--- src/design/m2q_pkg.sv ---
package m2q_pkg;

   // Q1.14 unity
   localparam int ONE_Q14 = 16384;
   // Clamped diagonal sum is at most 1 + 3 * 2 (Q.14), fits 18 bits unsigned
   localparam int SUM_W = 18;
   // Radicand is sum * 4096: 30 bits, root is 15 bits
   localparam int RAD_W = 30;
   localparam int ROOT_W = 15;
   // One root bit per cell
   localparam int CELLS = ROOT_W;
   // Working remainder width for the digit recurrence
   localparam int REM_W = ROOT_W + 2;

   typedef logic signed [15:0] q14_type;

   // Everything one square-root lane carries from cell to cell
   typedef struct packed {
      logic [RAD_W-1:0] rad;
      logic [REM_W-1:0] rem;
      logic [ROOT_W-1:0] root;
   } lane_type;

   // Data that rides along the cell chain beside the four lanes
   typedef struct packed {
      logic valid;
      logic neg_x;
      logic neg_y;
      logic neg_z;
   } side_type;

endpackage

--- src/design/m2q_cell.sv ---
module m2q_cell (
   input  logic clock,
   input  logic reset,
   input  logic advance,
   input  m2q_pkg::lane_type lane_i [4],
   input  m2q_pkg::side_type side_i,
   output m2q_pkg::lane_type lane_o [4],
   output m2q_pkg::side_type side_o
);
   import m2q_pkg::*;

   lane_type lane_ff [4];
   lane_type lane_in [4];
   side_type side_ff;

   // Produce one root bit per lane: bring down two radicand bits, trial subtract
   always_comb begin
      logic [REM_W-1:0] cur;
      logic [REM_W-1:0] trial;
      for (int l = 0; l < 4; l++) begin
         cur   = {lane_i[l].rem[REM_W-3:0], lane_i[l].rad[RAD_W-1 -: 2]};
         trial = {lane_i[l].root, 2'b01};
         lane_in[l].rad = {lane_i[l].rad[RAD_W-3:0], 2'b00};
         if (cur >= trial) begin
            lane_in[l].rem  = cur - trial;
            lane_in[l].root = {lane_i[l].root[ROOT_W-2:0], 1'b1};
         end else begin
            lane_in[l].rem  = cur;
            lane_in[l].root = {lane_i[l].root[ROOT_W-2:0], 1'b0};
         end
      end
   end

   // Hold while the chain is stalled
   always_ff @(posedge clock) begin
      if (reset) begin
         side_ff.valid <= 1'b0;
      end else if (advance) begin
         side_ff.valid <= side_i.valid;
      end
      if (advance) begin
         lane_ff         <= lane_in;
         side_ff.neg_x   <= side_i.neg_x;
         side_ff.neg_y   <= side_i.neg_y;
         side_ff.neg_z   <= side_i.neg_z;
      end
   end

   assign lane_o = lane_ff;
   assign side_o = side_ff;

endmodule

--- config.mk ---
export PLATFORM = sky130hd
export DESIGN_NAME = m2q_cell
export DESIGN_NICKNAME = d
export VERILOG_FILES = /design/src/design/m2q_pkg.sv /design/src/design/m2q_cell.sv
export SDC_FILE = /design/constraint.sdc
export NUM_CORES = 1
export LEC_CHECK = 0
export ABC_AREA = 1
export BUFFER_PORTS_ARGS = -buffer_cell sky130_fd_sc_hd__buf_2
export CAP_MARGIN = 15
export CORE_AREA = 2 2 196 198
export CTS_CLUSTER_DIAMETER = 50
export DETAILED_ROUTE_END_ITERATION = 8
export DIE_AREA = 0 0 198 200
export SYNTH_ARGS = -nofsm -noshare
export SYNTH_HDL_FRONTEND = slang
export SYNTH_SLANG_ARGS = --single-unit
--- constraint.sdc ---
create_clock -name clock -period 1.9 [get_ports clock]
set_input_delay 0.19 -clock clock [delete_from_list [all_inputs] [get_ports clock]]
set_output_delay 0.19 -clock clock [all_outputs]
set_load 0.01 [all_outputs]
==> metrics.md, run 1 <==
| Metric | Value |
|---|---|
| Wire per inst | `15.7 um` |
| Worst Reg2Reg Path Length in Cells | `3` |
| Worst Path Arrival | `2.22 ns` |
| Fin Clk Skew | `0 ns` |
| Pleak | `0.0102 uW` |
| Site row count | `71` |
| Min Clock Period, post-route | `1.90 ns` |
| Setup Slack @ Placement | `-0.0567 ns` |
| Area delta synth->final | `61.1%` |
| Crit path buf inv count | `5` |
| Total via count after detailed routing | `12,346` |
| Cell Count, Final, Fillers Out | `2,758` |
| Clock buffer depth | `3` |
| Average instance area after synthesis | `9.43 um^2` |
| Root buffer cell | `sky130_fd_sc_hd__clkbuf_16` |
| Slack of the critical path | `0.00442 ns` |
| Insertion delay to the later sink of the worst-skew pair | `0.57 ns` |
| Netlist Area Pre-Place | `12,900 um^2` |
| Chain of cells forming the critical path | `dlygate4sd3_1, buf_2, inv_1, ha_4, nand2_1, nor2_2, nand4_1, nand2_2, nor2_4, buf_4, buf_12, nand3_1, nand2_1` |
| CTS tree | `done` |
| Max Fclk | `528 MHz` |
| Share of layout cells above drive strength 1 | `34.3%` |
| DP Wirelength | `31,300 um` |
| Routability congestion estimate | `0.889` |
| Fillcell total | `3,255` |
| Status | `finished, final reports clean` |
| Clk sinks | `244` |
| Power density relative to cell area | `788 nW/um^2` |
| First-pass GRT wire length | `63,800 um` |
| Net count reported at finish | `2,540` |
| Num CTS Buffers | `31` |
| Most used cell, CP | `sky130_fd_sc_hd__nand2_1` |
| Initial antenna violation count | `4` |
| Number of violations of the max-capacitance limit | `0` |
| Number of I/O pins | `507` |
| Via density per instance | `4.48` |
| Drt initial violations | `487` |
| Slack of the worst reg-to-reg path | `0.75 ns` |
| Worst Path Required | `2.22 ns` |
| Reg-to-Reg Start | `side_o[3]` |
| Final Hold Vio Count | `0` |
| Worst min-delay path class | `input port to flop` |
| Synthesized netlist cell count | `1,371` |
| Max VDD drop | `0.670 mV` |
| Die boundary width | `198 um` |
| Die height | `200 um` |
| Critical Path Slowest Stage Cell | `sky130_fd_sc_hd__dlygate4sd3_1` |
| Number of storage elements in the synthesis netlist | `244` |
| Worst path max stage delay | `0.57 ns` |
| Number of nets with antenna violations after detailed routing | `0` |
| Initial standard-cell utilization of the core | `34.6%` |
| Pwr Total | `16,400 uW` |
| Drc violations | `0` |
| Endpoint of the most critical register-to-register path | `side_o[3]` |
| Number of pins with negative max-slew slack in the final report | `0` |
| Overall overflow remaining after global route | `0` |
| Capture endpoint of the worst hold path | `lane_o[197]` |
| Commonest non-fill, non-tap cells in the layout | `sky130_fd_sc_hd__buf_2 (489), sky130_fd_sc_hd__nand2_1 (473), sky130_fd_sc_hd__edfxtp_1 (243), sky130_fd_sc_hd__dlygate4sd3_1 (237), sky130_fd_sc_hd__inv_1 (233)` |
| Multi-input gate area | `5330 um^2` |
| Number of setup violations in the final report | `0` |
| Critical path fanouts, max | `16` |
| Top cell family by delay on the critical path | `buffers and inverters` |
| Aggregate routed wire length | `43,200 um` |
| Register Area | `7320 um^2` |
| Distinct cells, synth | `30` |
| Most common cell after layout, fill and taps aside | `sky130_fd_sc_hd__buf_2` |
| Critical setup path kind | `input port to flop` |
| Clk slew on worst S/H paths | `0.06 ns` |
| Pre-antenna DRT Iters | `5` |
| Via count of the first global-routing pass | `12,261` |
| Source of the worst hold timing path | `advance` |
| Sort of element at the start of the critical path | `input port` |
| Share of the clock period used by the worst path | `99.8%` |
| Synthesis warning total | `0` |
| Hold path cells | `1` |
| Placeable core region | `37,400 um^2` |
| Number of port buffers | `490` |
| Area of the die | `39,600 um^2` |
| Post-synthesis sequential area ratio | `56.6%` |
| Placed insts | `2,448` |
| Critical Path End Type | `flop` |
| Largest net degree at the start of global routing | `48` |
| Final core area utilization | `55.7%` |
| Gr usage total | `20.5%` |
| Number of levels in the clock H-tree | `1` |
==> registers in the layout, indices dropped and copies added (netlist names) <==
| name | count |
|---|---|
| lane_o | 240 |
| side_o | 4 |
==> logic make-up (layout without fill, tap and decap cells) <==
logic type	count (synthesis)	count (layout)	share of synthesized area (%)
and+or+nand+nor	731	735	25.2
buffers and inverters	256	1116	8.14
DFF	244	244	56.6
adders and majority gates	68	68	6.58
AOI/OAI and AO/OA	46	46	1.82
xor gates and xnor gates	24	24	1.63
other	1	13	0.0290
muxes	1	1	0.0774
==> how the worst max path moves through the flow <==
stage | start | end | cells past startpoint
final | lane_i[188] | lane_o[208] | 13
after global routing | lane_i[192] | lane_o[208] | 13
after CTS | lane_i[12] | lane_o[16] | 12
after detailed placement | lane_i[10] | lane_o[16] | 13
after global placement | lane_i[68] | lane_o[78] | 10
after floorplan | lane_i[68] | lane_o[82] | 13
==> synthesized netlist by cell type <==
| cell type | instances | area [um^2] |
|---|---|---|
| sky130_fd_sc_hd__nand2_4 | 5 | 56.3 |
| sky130_fd_sc_hd__inv_2 | 1 | 3.75 |
| sky130_fd_sc_hd__mux2i_1 | 1 | 10.0 |
| sky130_fd_sc_hd__nor2_1 | 49 | 184 |
| sky130_fd_sc_hd__nand2_2 | 11 | 68.8 |
| sky130_fd_sc_hd__nand4_1 | 12 | 75.1 |
| sky130_fd_sc_hd__a21oi_1 | 36 | 180 |
| sky130_fd_sc_hd__nor2_2 | 7 | 43.8 |
| sky130_fd_sc_hd__dfxtp_1 | 1 | 20.0 |
| sky130_fd_sc_hd__o21ai_0 | 8 | 40.0 |
| sky130_fd_sc_hd__nand3_1 | 96 | 480 |
| sky130_fd_sc_hd__nor3_2 | 4 | 40.0 |
| sky130_fd_sc_hd__ha_1 | 68 | 851 |
| sky130_fd_sc_hd__nor2_4 | 4 | 45.0 |
| sky130_fd_sc_hd__buf_4 | 11 | 82.6 |
| sky130_fd_sc_hd__edfxtp_1 | 243 | 7300 |
| sky130_fd_sc_hd__buf_6 | 3 | 33.8 |
| sky130_fd_sc_hd__nand3_2 | 14 | 140 |
| sky130_fd_sc_hd__buf_2 | 4 | 20.0 |
| sky130_fd_sc_hd__a21o_1 | 2 | 15.0 |
| sky130_fd_sc_hd__nor3_1 | 9 | 45.0 |
| sky130_fd_sc_hd__and2_1 | 6 | 37.5 |
| sky130_fd_sc_hd__or2_2 | 8 | 50.1 |
| sky130_fd_sc_hd__inv_1 | 235 | 882 |
| sky130_fd_sc_hd__nand2_1 | 482 | 1810 |
| sky130_fd_sc_hd__buf_8 | 2 | 30.0 |
| sky130_fd_sc_hd__xor2_1 | 20 | 175 |
| sky130_fd_sc_hd__xnor2_1 | 4 | 35.0 |
| sky130_fd_sc_hd__conb_1 | 1 | 3.75 |
| sky130_fd_sc_hd__nand3b_1 | 24 | 180 |
==> stage by stage <==
step | hold WS, ns | setup TNS, ns | area [um^2]
finish | 0.0390 | 0 | 20800
global route | 0.0251 | -0.108 | 20800
CTS | 0.0299 | 0 | 20000
floorplan | 0.262 | 0 | 13000
global placement | 0.366 | -0.686 | 16600
detailed placement | 0.368 | -0.776 | 16600
==> worst reg2reg max path: cells and delay by family, from the launching register on <==
kind          cells  cell delay [ns]
buf+inv           1             0.55
simple gates      1             0.05
flops             1             0.31
mux               1             0.12
==> cell type report <==
cell class / count / area share [%]
sequential: 244 / 35.1
timing repair buffer: 822 / 27.1
multi-input combinational: 882 / 25.6
inverter: 236 / 4.27
clock buffer: 36 / 3.81
tap: 511 / 3.07
clock inverter: 22 / 1.01
antenna: 5 / 0.0600
==> routing by layer <==
| metal | wire length, um | track usage, % |
|---|---|---|
| met2 | 21500 | 36.7 |
| met5 | 12 | 0 |
| met3 | 2810 | 3.93 |
| met4 | 1220 | 6.91 |
| met1 | 17700 | 24.9 |
==> timing repair <==
item | 4_1_cts | 5_1_grt
gates resized for setup | 0 | 109
setup endpoints to repair | 0 | 70
buffers inserted | 0 | 6
hold buffers | 237 | 0
hold endpoints to repair | 236 | 0
==> power breakdown <==
part | leakage [uW] | internal [uW] | total [uW] | switching, uW
Clock | 0.000484 | 3320 | 5710 | 2390
Sequential | 0.00238 | 6550 | 6690 | 140
Combinational | 0.00731 | 1840 | 4020 | 2180
Total | 0.0102 | 11700 | 16400 | 4710
No activity file was read; power rests on OpenSTA's default activity.
==> inputs of run 2 (changes only) <==
--- a/config.mk
+++ b/config.mk
@@ -8,10 +8,13 @@
 export ABC_AREA = 1
 export BUFFER_PORTS_ARGS = -buffer_cell sky130_fd_sc_hd__buf_2
 export CAP_MARGIN = 15
-export CORE_AREA = 2 2 196 198
+export CELL_PAD_IN_SITES_DETAIL_PLACEMENT = 1
+export CELL_PAD_IN_SITES_GLOBAL_PLACEMENT = 1
+export CORE_AREA = 2 2 199 201
 export CTS_CLUSTER_DIAMETER = 50
 export DETAILED_ROUTE_END_ITERATION = 8
-export DIE_AREA = 0 0 198 200
+export DIE_AREA = 0 0 201 203
+export PLACE_DENSITY_LB_ADDON = 0.1
 export SYNTH_ARGS = -nofsm -noshare
 export SYNTH_HDL_FRONTEND = slang
 export SYNTH_SLANG_ARGS = --single-unit
==> metrics.md, run 2 (same netlist as run 1, synthesis figures left out) <==
| Metric | Value |
|---|---|
| Die boundary width | `201 um (+1.5%)` |
| Chain of cells forming the critical path | `dlygate4sd3_1, buf_2, inv_1, ha_4, nand2_2, nor2_4, nand4_1, nand2_1, nor2_4, buf_12, buf_4, buf_12, nand3_1, nand2_1` |
| Number of I/O pins | `507 (unchanged)` |
| Max Fclk | `526 MHz (-0.26%)` |
| Number of pins with negative max-slew slack in the final report | `0 (unchanged)` |
| Initial antenna violation count | `10 (+6)` |
| Fin Clk Skew | `0 ns (unchanged)` |
| Routability congestion estimate | `0.846 (-4.9%)` |
| Internal Power | `12,000 uW (+2.2%)` |
| Root buffer cell | `sky130_fd_sc_hd__clkbuf_16` |
| Critical path fanouts, max | `6 (-10)` |
| Pleak | `0.0105 uW (+3.2%)` |
| Max transition margin | `62.7%` |
| Number of nets with antenna violations after detailed routing | `0 (unchanged)` |
| Number of port buffers | `490 (unchanged)` |
| Insertion delay to the later sink of the worst-skew pair | `0.58 ns (about the same)` |
| CTS tree | `done` |
| Aggregate routed wire length | `53,500 um (+24%)` |
| Worst Path Arrival | `2.23 ns (about the same)` |
| Initial standard-cell utilization of the core | `33.6% (-0.96 points)` |
| Worst min-delay path class | `input port to flop` |
| Share of the clock period used by the worst path | `100% (+0.26 points)` |
| Proportion of power drawn by the clock network | `34.4% (-0.4 points)` |
| Critical setup path kind | `input port to flop` |
| DP Wirelength | `36,500 um (+17%)` |
| Most common cell after layout, fill and taps aside | `sky130_fd_sc_hd__buf_2` |
| Number of levels in the clock H-tree | `1 (unchanged)` |
| Area of the die | `40,800 um^2 (+3.0%)` |
| Number of setup violations in the final report | `1 (+1)` |
| Max VDD drop | `0.747 mV (+11%)` |
| Die height | `203 um (+1.5%)` |
| First-pass GRT wire length | `78,000 um (+22%)` |
| Status | `complete, but fails checks` |
| Area delta synth->final | `65.7%` |
| Overall overflow remaining after global route | `0 (unchanged)` |
| Fillcell total | `4,443 (+36%)` |
| Cell Count, Final, Fillers Out | `2,800 (+1.5%)` |
| Clk slew on worst S/H paths | `0.06 ns (about the same)` |
| Post-Layout Inst Area | `21,400 um^2 (+2.8%)` |
| Gr usage total | `24.6% (+4.1 points)` |
| Largest net degree at the start of global routing | `52 (+8.3%)` |
| Number of violations of the max-capacitance limit | `0 (unchanged)` |
| Comb power frac | `26.1% (+1.6 points)` |
| Slack of the critical path | `-0.000459 ns (-0.00488 ns)` |
| Critical Path End Type | `flop` |
| Drc violations | `0 (unchanged)` |
| Switching Power | `5020 uW (+6.5%)` |
| Placed insts | `2,491 (+1.8%)` |
| Placeable core region | `38,500 um^2 (+2.9%)` |
| Num CTS Buffers | `31 (unchanged)` |
| Clock buffer depth | `3 (unchanged)` |
| Via density per instance | `4.56 (+1.9%)` |
| Flip-flop count of the largest register after layout | `240 (unchanged)` |
| Final Hold Vio Count | `0 (unchanged)` |
| Clk sinks | `244 (unchanged)` |
| Net count reported at finish | `2,578 (+1.5%)` |
| Failing checks | `setup timing` |
| Critical Path Slowest Stage Cell | `sky130_fd_sc_hd__dlygate4sd3_1` |
| Drt initial violations | `432 (-11%)` |
| Power density relative to cell area | `793 nW/um^2 (+0.63%)` |
| Sw frac | `29.5% (+0.85 points)` |
| Site row count | `72 (+1.4%)` |
| Worst path max stage delay | `0.52 ns (-0.05 ns)` |
| Commonest non-fill, non-tap cells in the layout | `sky130_fd_sc_hd__buf_2 (474), sky130_fd_sc_hd__nand2_1 (444), sky130_fd_sc_hd__edfxtp_1 (243), sky130_fd_sc_hd__dlygate4sd3_1 (232), sky130_fd_sc_hd__inv_1 (226)` |
| Min Clock Period, post-route | `1.90 ns (+0.00488 ns)` |
| Placed cell area | `16,900 um^2 (+1.8%)` |
| Worst Path Required | `2.23 ns (about the same)` |
| Pin slew with the least headroom to its limit | `0.560 ns` |
| Seq pwr share | `39.5% (-1.2 points)` |
| Wire per inst | `19.1 um (+22%)` |
| Final core area utilization | `55.7% (about the same)` |
| Via count of the first global-routing pass | `13,807 (+13%)` |
| Worst hold margin | `0.0364 ns (-0.00268 ns)` |
| Pre-antenna DRT Iters | `4 (-1)` |
| Share of layout cells above drive strength 1 | `36.8% (+2.5 points)` |
| Setup Slack @ Placement | `-0.134 ns (-0.0771 ns)` |
| Total via count after detailed routing | `12,776 (+3.5%)` |
| Sort of element at the start of the critical path | `input port` |
-- run 2: cell types whose count changed in the layout (fill, tap and decap cells not counted), moves of 3 or more --
cell / previous run / this run
sky130_fd_sc_hd__nand2_2: 19 / 44
sky130_fd_sc_hd__buf_2: 489 / 474
sky130_fd_sc_hd__dlygate4sd3_1: 237 / 232
sky130_fd_sc_hd__inv_2: 2 / 9
sky130_fd_sc_hd__nor2_4: 5 / 13
sky130_fd_sc_hd__a21oi_1: 31 / 34
sky130_fd_sc_hd__ha_4: 44 / 48
sky130_fd_sc_hd__buf_6: 2 / 9
sky130_fd_sc_hd__nor2_2: 19 / 10
sky130_fd_sc_hd__dlymetal6s4s_1: 0 / 7
sky130_fd_sc_hd__buf_4: 85 / 125
sky130_fd_sc_hd__nand2_4: 7 / 12
sky130_fd_sc_hd__nand2_1: 473 / 444
sky130_fd_sc_hd__inv_1: 233 / 226
-- run 2: worst max-delay path: cells and delay by family --
kind	cells	cell delay (ns)
adder cells (fa/ha/maj)	1	0.30
buffers and inverters	6	1.10
AND/OR/NAND/NOR	7	0.61
-- run 2: through the flow --
stage / TNS, ns / total power [uW]
2_1_floorplan: 0 / 8550
3_3_place_gp: -1.40 / 10200
3_5_place_dp: -3.61 / 10300
4_1_cts: 0 / 16600
5_1_grt: -0.930 / 17800
6_report: -0.000459 / 17000
-- run 2: worst paths after layout --
kind	start	end	cells past startpoint	slack, ns
setup / recovery	lane_i[65]	lane_o[79]	14	-0.0005
setup reg to reg	side_o[3]	side_o[3]	3	0.68
hold reg to reg	side_o[3]	side_o[3]	3	1.12
hold / removal	advance	lane_o[166]	1	0.04
-- run 2: routing by layer --
layer | vias to the layer above | share of wire [%] | GRT usage [%]
li1 | 6214 | - | -
met1 | 6096 | 38 | 26.2
met2 | 367 | 53 | 46.7
met3 | 91 | 6.1 | 6.12
met4 | 8 | 3.7 | 9.34
met5 | - | 0.11 | 0
-- run 2: layout make-up --
cell class	count	area [um^2]	share of cell area, %
clock buffer	34	787	3.67
multi-input combinational	884	5520	25.8
tap	518	648	3.02
antenna	6	15.0	0.0701
clock inverter	20	208	0.969
inverter	236	888	4.15
sequential	244	7320	34.1
timing repair buffer	858	6040	28.2
-- run 2: repair_timing --
item                                    4_1_cts  5_1_grt
buffers inserted                              0       18
hold endpoints to repair                    234        4
gates resized for setup                       0      167
endpoints found under the setup margin        0       72
hold buffers                                235        4
-- run 2: power by group through the flow --
stage / clock (uW) / sequential [uW] / combinational, uW
2_1_floorplan: 0 / 7090 / 1460
3_3_place_gp: 0 / 6770 / 3470
3_5_place_dp: 0 / 6790 / 3540
4_1_cts: 5930 / 6690 / 3960
5_1_grt: 6170 / 6750 / 4840
6_report: 5840 / 6710 / 4440
==> inputs of run 3 (changes only) <==
--- a/config.mk
+++ b/config.mk
@@ -14,6 +14,7 @@
 export CTS_CLUSTER_DIAMETER = 50
 export DETAILED_ROUTE_END_ITERATION = 8
 export DIE_AREA = 0 0 201 203
+export HOLD_SLACK_MARGIN = 0.03
 export PLACE_DENSITY_LB_ADDON = 0.1
 export SYNTH_ARGS = -nofsm -noshare
 export SYNTH_HDL_FRONTEND = slang
==> constraint.sdc (replaced) <==
create_clock -name clock -period 1.9 [get_ports clock]
set_input_delay 0.285 -clock clock [delete_from_list [all_inputs] [get_ports clock]]
set_output_delay 0.285 -clock clock [all_outputs]
set_load 0.01 [all_outputs]
==> metrics.md, run 3 (same netlist as run 1, synthesis figures left out) <==
| Metric | Value |
|---|---|
| Status | `finished, final reports clean` |
| Clock buffer depth | `3 (unchanged)` |
| CTS tree | `done` |
| Via count of the first global-routing pass | `13,941 (+0.97%)` |
| Initial antenna violation count | `14 (+4)` |
| Register Area | `7320 um^2 (unchanged)` |
| Final Hold Vio Count | `0 (unchanged)` |
| Slack of the worst reg-to-reg path | `0.63 ns (-0.05 ns)` |
| Die boundary width | `201 um (unchanged)` |
| Wire per inst | `18.2 um (-4.6%)` |
| Placeable core region | `38,500 um^2 (unchanged)` |
| Min Clock Period, post-route | `1.86 ns (-0.0445 ns)` |
| Overall overflow remaining after global route | `0 (unchanged)` |
| Num CTS Buffers | `31 (unchanged)` |
| Initial standard-cell utilization of the core | `33.6% (unchanged)` |
| Insertion delay to the later sink of the worst-skew pair | `0.59 ns (about the same)` |
| Clk slew on worst S/H paths | `0.06 ns (about the same)` |
| Chain of cells forming the critical path | `dlygate4sd3_1, buf_2, ha_4, buf_4, nand4_1, nor2_4, nor2_4, buf_12, buf_6, nand3_1, nand2_1` |
| Crit path buf inv count | `5 (-1)` |
| Area of the die | `40,800 um^2 (unchanged)` |
| Root buffer cell | `sky130_fd_sc_hd__clkbuf_16` |
| Multi-input gate area | `4780 um^2 (-13%)` |
| Number of setup violations in the final report | `0 (-1)` |
| Capture endpoint of the worst hold path | `lane_o[205]` |
| Critical Path Slowest Stage Cell | `sky130_fd_sc_hd__dlygate4sd3_1` |
| Top cell family by delay on the critical path | `buffers and inverters` |
| Critical setup path kind | `input port to flop` |
| Routability congestion estimate | `0.844 (-0.15%)` |
| Drc violations | `0 (unchanged)` |
| Number of port buffers | `490 (unchanged)` |
| Worst path max stage delay | `0.53 ns (about the same)` |
| Number of pins with negative max-slew slack in the final report | `0 (unchanged)` |
| Area delta synth->final | `60.5%` |
| Number of nets with antenna violations after detailed routing | `0 (unchanged)` |
| Pin slew with the least headroom to its limit | `0.566 ns (+0.00653 ns)` |
| Share of layout cells above drive strength 1 | `34.7% (-2.1 points)` |
| Pwr Total | `16,800 uW (-1.4%)` |
| Cell Count, Final, Fillers Out | `2,833 (+1.2%)` |
| Total via count after detailed routing | `12,799 (+0.18%)` |
| Number of levels in the clock H-tree | `1 (unchanged)` |
| Die height | `203 um (unchanged)` |
| Flip-flop count of the largest register after layout | `240 (unchanged)` |
| Share of the clock period used by the worst path | `97.7% (-2.3 points)` |
| First-pass GRT wire length | `77,800 um (-0.26%)` |
| Max Fclk | `539 MHz (+2.4%)` |
| Reg-to-Reg Start | `side_o[3]` |
| Final core area utilization | `54.0% (-1.7 points)` |
| Placed insts | `2,547 (+2.2%)` |
| Fin Clk Skew | `0 ns (unchanged)` |
| Worst Path Required | `2.23 ns (about the same)` |
| Max VDD drop | `0.652 mV (-13%)` |
| Sort of element at the start of the critical path | `input port` |
| Largest net degree at the start of global routing | `56 (+7.7%)` |
| Net count reported at finish | `2,604 (+1.0%)` |
| Commonest non-fill, non-tap cells in the layout | `sky130_fd_sc_hd__buf_2 (488), sky130_fd_sc_hd__nand2_1 (474), sky130_fd_sc_hd__edfxtp_1 (243), sky130_fd_sc_hd__inv_1 (235), sky130_fd_sc_hd__dlygate4sd3_1 (213)` |
| Endpoint of the most critical register-to-register path | `side_o[3]` |
| Fillcell total | `4,479 (+0.81%)` |
| Max transition margin | `62.2% (-0.44 points)` |
| Site row count | `72 (unchanged)` |
| Most common cell after layout, fill and taps aside | `sky130_fd_sc_hd__buf_2` |
| Gr usage total | `24.5% (-0.087 points)` |
| Hold path cells | `3 (+2)` |
| Clk sinks | `244 (unchanged)` |
| Source of the worst hold timing path | `lane_i[203]` |
| Number of violations of the max-capacitance limit | `0 (unchanged)` |
| Worst min-delay path class | `input port to flop` |
| Drt initial violations | `450 (+4.2%)` |
| Aggregate routed wire length | `51,600 um (-3.4%)` |
| Via density per instance | `4.52 (-0.99%)` |
| DP Wirelength | `36,900 um (+1.3%)` |
| Critical path fanouts, max | `9 (+3)` |
| Number of I/O pins | `507 (unchanged)` |
| Power density relative to cell area | `807 nW/um^2 (+1.8%)` |
| Pleak | `0.0105 uW (about the same)` |
| Pre-antenna DRT Iters | `4 (unchanged)` |
| Critical Path End Type | `flop` |
| Worst Path Arrival | `2.19 ns (-0.04 ns)` |
| Worst Reg2Reg Path Length in Cells | `3 (unchanged)` |
| Most used cell, CP | `sky130_fd_sc_hd__nor2_4` |
## run 3: how the worst max path moves through the flow
stage	startpoint	to	slack, ns	depth (start not counted)
floorplan	lane_i[68]	lane_o[82]	0.11	13
global placement	lane_i[194]	lane_o[210]	-0.19	13
detailed placement	lane_i[65]	lane_o[78]	-0.24	10
CTS	lane_i[11]	lane_o[16]	0.001	11
global route	lane_i[11]	lane_o[28]	-0.02	10
finish	lane_i[29]	lane_o[28]	0.04	11
## run 3: metrics by stage
step | instance area (um^2) | hold slack [ns] | setup TNS (ns) | setup slack, ns
floorplan | 13000 | 0.357 | 0 | 0.110
global placement | 17300 | 0.449 | -8.22 | -0.189
detailed placement | 17300 | 0.445 | -9.88 | -0.241
CTS | 20500 | 0.0315 | 0 | 0.00124
global route | 20800 | 0.0515 | -0.0939 | -0.0237
finish | 20800 | 0.0593 | 0 | 0.0440
## run 3: worst register-to-register path, delay by kind of cell, from the launching register on
family	cells	cell delay, ns
flip-flops	1	0.33
multiplexers	1	0.19
buffers and inverters	1	0.57
AND/OR/NAND/NOR	1	0.07
## run 3: per-layer routing
metal,track usage (%),vias to the layer above,share of wire (%)
li1,-,6280,-
met1,26.0,6064,37
met2,46.7,350,53
met3,6.26,93,6.7
met4,8.94,12,3.3
met5,0,-,0.17
## run 3: cell type report
cell class	count	area share, %
flip-flops and latches	244	35.2
repair buffers	886	29.3
multi-input cells	882	23.0
inverters	236	4.27
clock buffers	36	3.83
well taps	518	3.12
clock inverters	22	1.08
diodes	9	0.108
## run 3: repair_timing
action                     4_1_cts  5_1_grt
gates resized for setup          0       32
hold buffers                   213        0
hold endpoints to repair       212        0
setup buffers                    0        3
setup endpoints to repair        0       51
## run 3: report_power, final
| group | switching [uW] | total, uW | internal [uW] |
|---|---|---|---|
| sequential | 151 | 6700 | 6550 |
| clock | 2460 | 5900 | 3440 |
| combinational | 2290 | 4150 | 1870 |
| total | 4900 | 16800 | 11900 |
